## src/rtl/tcpj_pkg.sv

```systemverilog
// Shared widths, constants and controller/datapath handshake types for the
// trip chaining proximity join. No dependencies.
package tcpj_pkg;

    localparam int IdW      = 31;
    localparam int LonW     = 31;
    localparam int LatW     = 30;
    localparam int RadiusW  = 23;
    localparam int R2W      = 2 * RadiusW;
    localparam int DxW      = LonW;
    localparam int DyW      = LatW;
    localparam int SqxW     = 2 * DxW;
    localparam int SqyW     = 2 * DyW;
    localparam int SumW     = SqxW + 1;
    localparam int MatchW   = 6;

    localparam logic [MatchW-1:0]  MaxResults  = 6'd63;
    localparam logic [RadiusW-1:0] RadiusReset = 23'd251658;

    typedef struct packed {
        logic load;
        logic issue;
        logic flush;
        logic store;
    } cmd_t;

    typedef struct packed {
        logic adv;
        logic pipe_busy;
        logic pend_valid;
        logic out_free;
        logic match_full;
    } status_t;

endpackage

```

## src/rtl/tcpj_ctrl.sv

```systemverilog
// Sequencer for one trip: accept, scan the stored ends, drain, flush, store.
// Depends on tcpj_pkg for the command and status types.
module tcpj_ctrl #(
    parameter int MAX_TRIPS = 64,
    parameter int CntW      = $clog2(MAX_TRIPS + 1)
) (
    input  logic               clk,
    input  logic               rst_n,
    input  logic               accept,
    input  logic [CntW-1:0]    count,
    input  tcpj_pkg::status_t  st,
    output logic               ready,
    output logic [CntW-1:0]    rd_idx,
    output tcpj_pkg::cmd_t     cmd
);

    typedef enum logic [2:0] {
        S_IDLE,
        S_SCAN,
        S_DRAIN,
        S_FLUSH,
        S_STORE
    } state_t;

    state_t          state_reg;
    state_t          state_next;
    logic [CntW-1:0] idx_reg;
    logic [CntW-1:0] idx_next;
    logic            more;

    assign more   = (idx_reg < count) && !st.match_full;
    assign ready  = (state_reg == S_IDLE);
    assign rd_idx = idx_reg;

    always_comb
    begin
        state_next = state_reg;
        idx_next   = idx_reg;
        cmd        = '0;
        unique case (state_reg)
            S_IDLE:
            begin
                if (accept)
                begin
                    cmd.load   = 1'b1;
                    idx_next   = '0;
                    state_next = S_SCAN;
                end
            end
            S_SCAN:
            begin
                if (st.adv)
                begin
                    if (more)
                    begin
                        cmd.issue = 1'b1;
                        idx_next  = idx_reg + 1'b1;
                    end
                    else
                    begin
                        state_next = S_DRAIN;
                    end
                end
            end
            S_DRAIN:
            begin
                if (!st.pipe_busy)
                begin
                    state_next = st.pend_valid ? S_FLUSH : S_STORE;
                end
            end
            S_FLUSH:
            begin
                if (st.out_free)
                begin
                    cmd.flush  = 1'b1;
                    state_next = S_STORE;
                end
            end
            S_STORE:
            begin
                cmd.store  = 1'b1;
                state_next = S_IDLE;
            end
            default:
            begin
                state_next = S_IDLE;
            end
        endcase
    end

    always_ff @(posedge clk or negedge rst_n)
    begin
        if (!rst_n)
        begin
            state_reg <= S_IDLE;
            idx_reg   <= '0;
        end
        else
        begin
            state_reg <= state_next;
            idx_reg   <= idx_next;
        end
    end

endmodule

```

## config.mk

```make
export PLATFORM = sky130hd
export DESIGN_NAME = tcpj_ctrl
export DESIGN_NICKNAME = d
export VERILOG_FILES = /design/src/rtl/tcpj_pkg.sv /design/src/rtl/tcpj_ctrl.sv
export SDC_FILE = /design/constraint.sdc
export NUM_CORES = 1
export LEC_CHECK = 0
export BUFFER_PORTS_ARGS = -buffer_cell sky130_fd_sc_hd__buf_2
export CORE_MARGIN = 3
export CORE_UTILIZATION = 43
export DETAILED_ROUTE_END_ITERATION = 6
export GPL_ROUTABILITY_DRIVEN = 0
export PLACE_DENSITY = 0.73
export SYNTH_ARGS = -nofsm -noshare
export SYNTH_HDL_FRONTEND = slang
export SYNTH_SLANG_ARGS = --single-unit
```

## constraint.sdc

```tcl
create_clock -name clk -period 1.9 [get_ports clk]
set_input_delay 0.19 -clock clk [delete_from_list [all_inputs] [get_ports clk]]
set_output_delay 0.19 -clock clk [all_outputs]
set_load 0.05 [all_outputs]
```

==> key figures, run 1 <==
Drt
  • DR pass1 iterations: 4
  • Routed WL per cell: about 14 um
  • Drt drc: 0
  • DR vias: about 780
  • Violation count after the first detailed-route iteration: 21
  • Vias per inst: between 5 and 6
  • DRT antenna net count: 0
  • Post-Route WL: 2.03 mm

Pwr
  • Switch share: 50.2%
  • Switch Pwr: roughly 700 uW
  • Total power divided by cell area: about 1200 mW/mm^2
  • Max VDD drop: about 800 uV
  • Sequential power share: ~26%
  • Internal cell power: between 600 and 700 uW
  • Combinational cell fraction of total power: a little over three fifths
  • Clock share of power: a little under an eighth
  • Lkg Pwr: 0.000573 uW
  • Total power: about 1400 uW

Synth
  • Synth Net Count: around 110
  • Synth Register Bits: 10
  • Post-synth top area share: roughly a third
  • Area leader, netlist: dfrtp_1
  • Seq/Total Area, Yosys: 32.6%
  • Distinct cells, synth: 32
  • Mapped Area: roughly 770 um^2
  • Synthesized area per cell: 8.92 um^2
  • Ys Warns: 0
  • Area contributors post-synth: dfrtp_1 (33%), ha_1 (11%), inv_1 (4.9%)
  • Cells after Synth: 86

STA
  • Final WS setup: roughly 0.0086 ns
  • Max Slew Vio Count: 0
  • Fin crit share: 99.5%
  • Fmax: between 500 and 600 MHz
  • Slew headroom: roughly 73%
  • # setup viols final: 0
  • RSZ-0062 raised after global routing: yes
  • Minimum clock period: ~1.9 ns
  • Least-Margin Pin Slew: approximately 0.40 ns
  • Clock Skew: approximately 0.0084 ns
  • Fin. Hold Viols: 0

Clock tree
  • Clock transition at path regs: 0.06 ns
  • CTS Buf Count: 3
  • Clk sinks: 10
  • Clock tree buffer depth: 2
  • CTS tree: built
  • Clock latency on the worst-skew pair: around 0.27 ns
  • CTS root buffer: clkbuf_4
  • CTS H-tree depth: 1

Critical path
  • WS Path Type: register to output port
  • Worst path bufs/invs: 1
  • Setup slack, reg-to-reg: 0.05 ns
  • Worst path cell trace: ha_4, a211oi_2, o211a_1, o211a_4, buf_8
  • Worst EP arrival: 1.70 ns
  • Reg2Reg Launch Point: rd_idx[5]$_DFFE_PN0P_
  • R2R cell count: 7
  • R2R Path End: rd_idx[6]$_DFFE_PN0P_
  • Slowest CP cell: dfrtp_2
  • Crit path required time: 1.71 ns
  • Critical Path Source Type: register
  • Top delay family on crit path: compound AO/OA/AOI/OAI gates
  • CP max FO: 6
  • Type of destination of the critical path: output port
  • CP peak stage delay: 0.47 ns

Die
  • IO Pins: 27
  • Row count: 14
  • CORE AREA: roughly 0.0016 mm^2
  • Initial cell density of the core: between 40% and 50%
  • Die Width: roughly 48 um
  • Die Height: 48.2 um
  • Die Area: between 0.002 and 0.0025 mm^2

Placed design
  • Place WS: between 0.06 and 0.07 ns
  • Port bufs: 26
  • DP Wirelength: 1.52 mm
  • Placed cell areas: between 0.001 and 0.0015 mm^2

Global route
  • Largest net degree at the start of global routing: 11
  • GRT Util Overall: a little under a fifth
  • Congestion Overflow GR: 0
  • Number of antenna violations at the first check in global routing: 0
  • Vias in the first global route: approximately 710
  • First-pass GRT wire length: between 3 and 4 mm

Final layout
  • Final core occ: approximately 70%
  • Share of cells above drive strength 1: between 40% and 50%
  • # diodes: 0
  • P&R area growth vs syn: 46.8%
  • Nets: between 100 and 150
  • Number of flip-flops in the largest register: 7
  • Fin area: 0.00113 mm^2

Hold path
  • Hold Path Origin: st[3]
  • Hold WC Path Type: input port to register
  • Hold path cells: 3
  • WHS Endpoint: state_reg[1]$_DFFE_PN0P_

Run status
  • Outcome: finished, final reports clean

Run
  • Max-Cap Viols: 0
[worst max path at each step]
stage / from / to / slack, ns / depth (start not counted)
floorplan: rd_idx[4]$_DFFE_PN0P_ / rd_idx[6]$_DFFE_PN0P_ / -0.04 / 7
global placement: rd_idx[2]$_DFFE_PN0P_ / rd_idx[4]$_DFFE_PN0P_ / 0.13 / 6
detailed placement: rd_idx[4]$_DFFE_PN0P_ / rd_idx[4]$_DFFE_PN0P_ / 0.06 / 6
CTS: rd_idx[4]$_DFFE_PN0P_ / cmd[2] / 0.004 / 5
global route: rd_idx[3]$_DFFE_PN0P_ / cmd[2] / -0.07 / 5
finish: rd_idx[3]$_DFFE_PN0P_ / cmd[2] / 0.009 / 5
[stage by stage]
step                hold WS (ns)  TNS (ns)  instances
floorplan                 -0.106   -0.0619         86
global placement          0.0646         0        139
detailed placement        0.0701         0        139
CTS                        0.160         0        144
global route               0.161   -0.0922        148
finish                     0.168         0        148
[metal layers]
metal  GRT usage, %  part of all wire [%]  routed length, um
met1           24.4                    47                946
met2           30.2                    47                953
met3           5.17                   5.0                102
met4           7.53                   1.4                 29
met5              0                     0                  0
[power by group through the flow]
| stage | Combinational (uW) | Clock [uW] | Sequential [uW] |
|---|---|---|---|
| floorplan | 538 | 0 | 436 |
| global placement | 773 | 0 | 355 |
| finish | 866 | 161 | 356 |
| global route | 938 | 183 | 364 |
| detailed placement | 777 | 0 | 357 |
| CTS | 814 | 163 | 353 |
[area by class of cell]
class	instances	area, um^2
clock buffers	4	26.3
fillers	127	468
inverters	10	37.5
multi-input cells	64	551
flip-flops and latches	10	258
well taps	24	30.0
repair buffers	36	224
[synthesized netlist by cell type (all sizes together)]
master and instances:
nor2b 1, nor3b 2, mux2 1, o211a 2, a2111oi 1, and2 1
a21oi 7, ha 7, dfrtp 10, a221o 2, a31oi 2, o21a 2
inv 10, buf 2, and3 4, nor2 7, a21o 2, nand3 4
o21ai 6, a22o 1, o31ai 1, nor3 2, a211oi 2, nand2 3
nand4 1, or3 1, nand2b 2
[worst register-to-register path: cells and delay by family, from the launching register on]
family,cells,cell delay [ns]
AOI/OAI and AO/OA,4,0.73
buffers and inverters,1,0.14
adders and majority gates,1,0.27
DFF,1,0.44
and+or+nand+nor,1,0.15
[what timing repair did]
action | CTS | global route
setup endpoints to repair | 1 | 4
setup buffers | 0 | 4
hold buffers | 1 | 0
resized for setup | 4 | 6
pin swaps | 1 | 8
hold endpoints to repair | 10 | 0
[cells by family (layout without fill, tap and decap cells)]
logic type      count (synthesis)  count (layout)  share of synthesized area, %
compound gates                 28              28                          26.8
simple gates                   28              28                          20.4
buf+inv                        12              50                          7.34
flops                          10              10                          32.6
fa+ha+maj                       7               7                          11.4
mux                             1               1                          1.47
[placed cells by master, fill, tap and decap left out, types with 3 or more instances in the layout]
cell type,n
buf_2,24
o21ai_0,4
dfrtp_2,6
inv_1,10
a21oi_1,7
ha_4,5
nand3_1,4
dfrtp_1,4
clkbuf_4,3
nand2_1,3
buf_4,9
nor2_1,7
Note: power is estimated with default switching activity, not from simulation.
==> inputs of run 2 (changes only) <==
--- a/config.mk
+++ b/config.mk
@@ -5,9 +5,10 @@
 export SDC_FILE = /design/constraint.sdc
 export NUM_CORES = 1
 export LEC_CHECK = 0
+export ABC_AREA = 1
 export BUFFER_PORTS_ARGS = -buffer_cell sky130_fd_sc_hd__buf_2
 export CORE_MARGIN = 3
-export CORE_UTILIZATION = 43
+export CORE_UTILIZATION = 44
 export DETAILED_ROUTE_END_ITERATION = 6
 export GPL_ROUTABILITY_DRIVEN = 0
 export PLACE_DENSITY = 0.73
==> constraint.sdc (replaced) <==
create_clock -name clk -period 1.9 [get_ports clk]
set_input_delay 0.285 -clock clk [delete_from_list [all_inputs] [get_ports clk]]
set_output_delay 0.285 -clock clk [all_outputs]
set_load 0.05 [all_outputs]
==> key figures, run 2 <==
Clock tree
  • CTS tree: built
  • Clock tree buffer depth: 2 (unchanged)
  • Clk sinks: 10 (unchanged)
  • CTS H-tree depth: 1 (unchanged)
  • CTS Buf Count: 3 (unchanged)
  • CTS root buffer: clkbuf_4
  • Clock latency on the worst-skew pair: 0.28 ns (about the same)
  • Clock transition at path regs: 0.08 ns (+0.02 ns)

Pwr
  • Switch Pwr: 723 uW (+4.2%)
  • Internal cell power: 674 uW (-2.1%)
  • Combinational cell fraction of total power: 63.8% (+1.2 points)
  • Switch share: 51.7% (+1.6 points)
  • Clock share of power: 14.5% (+2.9 points)
  • Max VDD drop: 981 uV (+20%)
  • Total power divided by cell area: 1180 mW/mm^2 (-4.2%)
  • Total power: 1400 uW (+1.1%)
  • Sequential power share: 21.8% (-3.9 points)
  • Lkg Pwr: 0.000679 uW (+19%)

Synth
  • Distinct cells, synth: 22 (-31%)
  • Seq/Total Area, Yosys: 29.8% (-2.9 points)
  • Most common cell in the synthesized netlist: nand2_1
  • Mapped Area: 841 um^2 (+9.6%)
  • Area leader, netlist: dfrtp_1
  • Share of synthesized registers carrying an async set or reset: 100% (unchanged)
  • Post-Synth Simple-Gate Area: 44.5% (+24 points)
  • Post-synth EDFFs: 0 (unchanged)
  • Post-synthesis xor/xnor area fraction: 1.04% (+1.0 points)
  • Synth Net Count: 143 (+32%)
  • Synthesized area per cell: 6.95 um^2 (-22%)
  • Mux cell area share after synthesis: 0% (-1.5 points)
  • Predominant post-synthesis flop cell: dfrtp_1
  • Post-Synth Adder-Cell Area: 10.4% (-1.0 points)
  • Cells after Synth: 121 (+41%)
  • Post-synth top area share: 29.8% (-2.9 points)
  • Synth Register Bits: 10 (unchanged)
  • Synth cell count leaders: nand2_1 (41), inv_1 (15), nor2_1 (11)
  • Largest family of logic cells by synthesized area: simple AND/OR/NAND/NOR gates
  • Area contributors post-synth: dfrtp_1 (30%), nand2_1 (18%), ha_1 (10%)
  • Compound-Gate Fraction of Synth Area: 4.02% (-23 points)
  • Ys Warns: 0 (unchanged)

STA
  • Least-Margin Pin Slew: 0.269 ns (-0.128 ns)
  • Fmax: 505 MHz (-4.5%)
  • Minimum clock period: 1.98 ns (+0.0883 ns)
  • Final WS setup: -0.0797 ns (-0.0883 ns)
  • Fin crit share: 104% (+4.6 points)
  • Slew headroom: 82.1% (+8.6 points)
  • Fin. Hold Viols: 0 (unchanged)
  • # setup viols final: 1 (+1)
  • Clock Skew: 0.00972 ns (+0.00128 ns)
  • Worst Hold Slack: 0.310 ns (+0.142 ns)
  • RSZ-0062 raised after global routing: yes
  • Max Slew Vio Count: 0 (unchanged)
  • Fin Setup TNS: -0.0797 ns (-0.0797 ns)

Global route
  • First-pass GRT wire length: 3.73 mm (+21%)
  • Met1 Usage GRT: 25.3% (+0.89 points)
  • Number of antenna violations at the first check in global routing: 0 (unchanged)
  • Congestion Overflow GR: 0 (unchanged)
  • Largest net degree at the start of global routing: 11 (unchanged)
  • M3 GR Usage: 3.63% (-1.5 points)
  • GRT Util Overall: 19.4% (+0.34 points)
  • Met2 usage: 32.4% (+2.2 points)
  • Global route hottest layer: met2
  • Vias in the first global route: 870 (+22%)

Critical path
  • WS Path Type: register to output port
  • Type of destination of the critical path: output port
  • Worst EP arrival: 1.69 ns (about the same)
  • Critical Path Source Type: register
  • CP max FO: 2 (-4)
  • Crit path required time: 1.62 ns (-0.09 ns)

Die
  • Die Width: 49.7 um (+3.1%)
  • CORE AREA: 0.00176 mm^2 (+11%)
  • Die Area: 0.00247 mm^2 (+6.2%)
  • Row count: 15 (+1)
  • IO Pins: 27 (unchanged)
  • Initial cell density of the core: 47.7% (-0.46 points)
  • Die Height: 49.7 um (+3.1%)

Placed design
  • DP Wirelength: 1.70 mm (+12%)
  • Port bufs: 26 (unchanged)
  • Place WS: -0.000400 ns (-0.0622 ns)

Drt
  • DRT antenna net count: 0 (unchanged)
  • DR vias: 886 (+13%)
  • Vias per inst: 4.74 (-10%)
  • Post-Route WL: 2.12 mm (+4.4%)
  • Violation count after the first detailed-route iteration: 10 (-52%)
  • Routed WL per cell: 11.3 um (-17%)
  • Drt drc: 0 (unchanged)
  • DR pass1 iterations: 4 (unchanged)

Final layout
  • Most frequent cells in the layout: nand2_1 (40), buf_2 (25), inv_1 (15)
  • # diodes: 0 (unchanged)
  • Fillers: 175 (+38%)
  • Share of cells above drive strength 1: 42.0% (-6.4 points)
  • Number of flip-flops in the largest register: 7 (unchanged)
  • Final core occ: 67.3% (-3.3 points)
  • Nets: 185 (+26%)
  • Most common cell after layout, fill and taps aside: nand2_1
  • P&R area growth vs syn: 41.2%

Run
  • Max-Cap Viols: 0 (unchanged)

Run status
  • Failing checks: negative setup slack
  • Outcome: finished, violations left

Hold path
  • Hold WC Path Type: input port to register
[run 2: final timing paths]
| path | start | to | slack (ns) | cells past startpoint |
|---|---|---|---|---|
| worst max-delay path | rd_idx[6]$_DFFE_PN0P_ | cmd[2] | -0.08 | 11 |
| worst min-delay path | st[4] | rd_idx[6]$_DFFE_PN0P_ | 0.31 | 3 |
| worst max register to register | rd_idx[6]$_DFFE_PN0P_ | rd_idx[2]$_DFFE_PN0P_ | 0.34 | 12 |
| worst min register to register | rd_idx[3]$_DFFE_PN0P_ | rd_idx[3]$_DFFE_PN0P_ | 0.54 | 2 |
| max in group asynchronous | rst_n | rd_idx[4]$_DFFE_PN0P_ | 1.27 | 2 |
| min in group asynchronous | rst_n | state_reg[0]$_DFFE_PN0P_ | 0.40 | 2 |
[run 2: area by class of cell]
type                            instances  area [um^2]  area share (%)
Clock buffer                            4         36.3            3.06
Timing Repair Buffer                   38          233            19.6
Sequential cell                        10          258            21.7
Multi-Input combinational cell         90          554            46.7
Inverter                               20         75.1            6.32
Tap cell                               25         31.3            2.63
[run 2: layer usage]
metal	up-vias	share of wire, %
li1	460	-
met1	394	43
met2	28	51
met3	4	5.4
met4	0	1.1
met5	-	0
[run 2: cells by family after synthesis]
group / after synthesis
and+or+nand+nor: 77
xor gates and xnor gates: 1
adders and majority gates: 7
DFF: 10
buffers and inverters: 21
AOI/OAI and AO/OA: 5
[run 2: repair_timing]
action	CTS	global route
hold buffers	1	0
endpoints found under the hold margin	10	0
endpoints found under the setup margin	1	1
gates resized for setup	3	3
pin swaps	3	1
buffers inserted	3	0
[run 2: power by group through the flow]
stage | clock (uW) | combinational [uW] | sequential (uW)
floorplan | 0 | 608 | 343
global placement | 0 | 822 | 307
detailed placement | 0 | 833 | 310
CTS | 206 | 881 | 305
global route | 217 | 978 | 313
finish | 202 | 891 | 304
[run 2: stage by stage]
stage                     area (um^2)  instances
after detailed placement         1100        179
after CTS                        1180        187
final                            1190        187
after global placement           1100        179
after floorplan                   892        121
after global routing             1190        187
[run 2: critical path, stage by stage (launching register included)]
cell     delay [ns]
dfrtp_2        0.43
ha_4           0.22
nand2_1        0.06
nand2_1        0.05
inv_1          0.06
nand2_2        0.06
nor2_4         0.11
nand2_4        0.07
nand2_4        0.07
nand2_4        0.05
nor2_4         0.09
buf_8          0.15
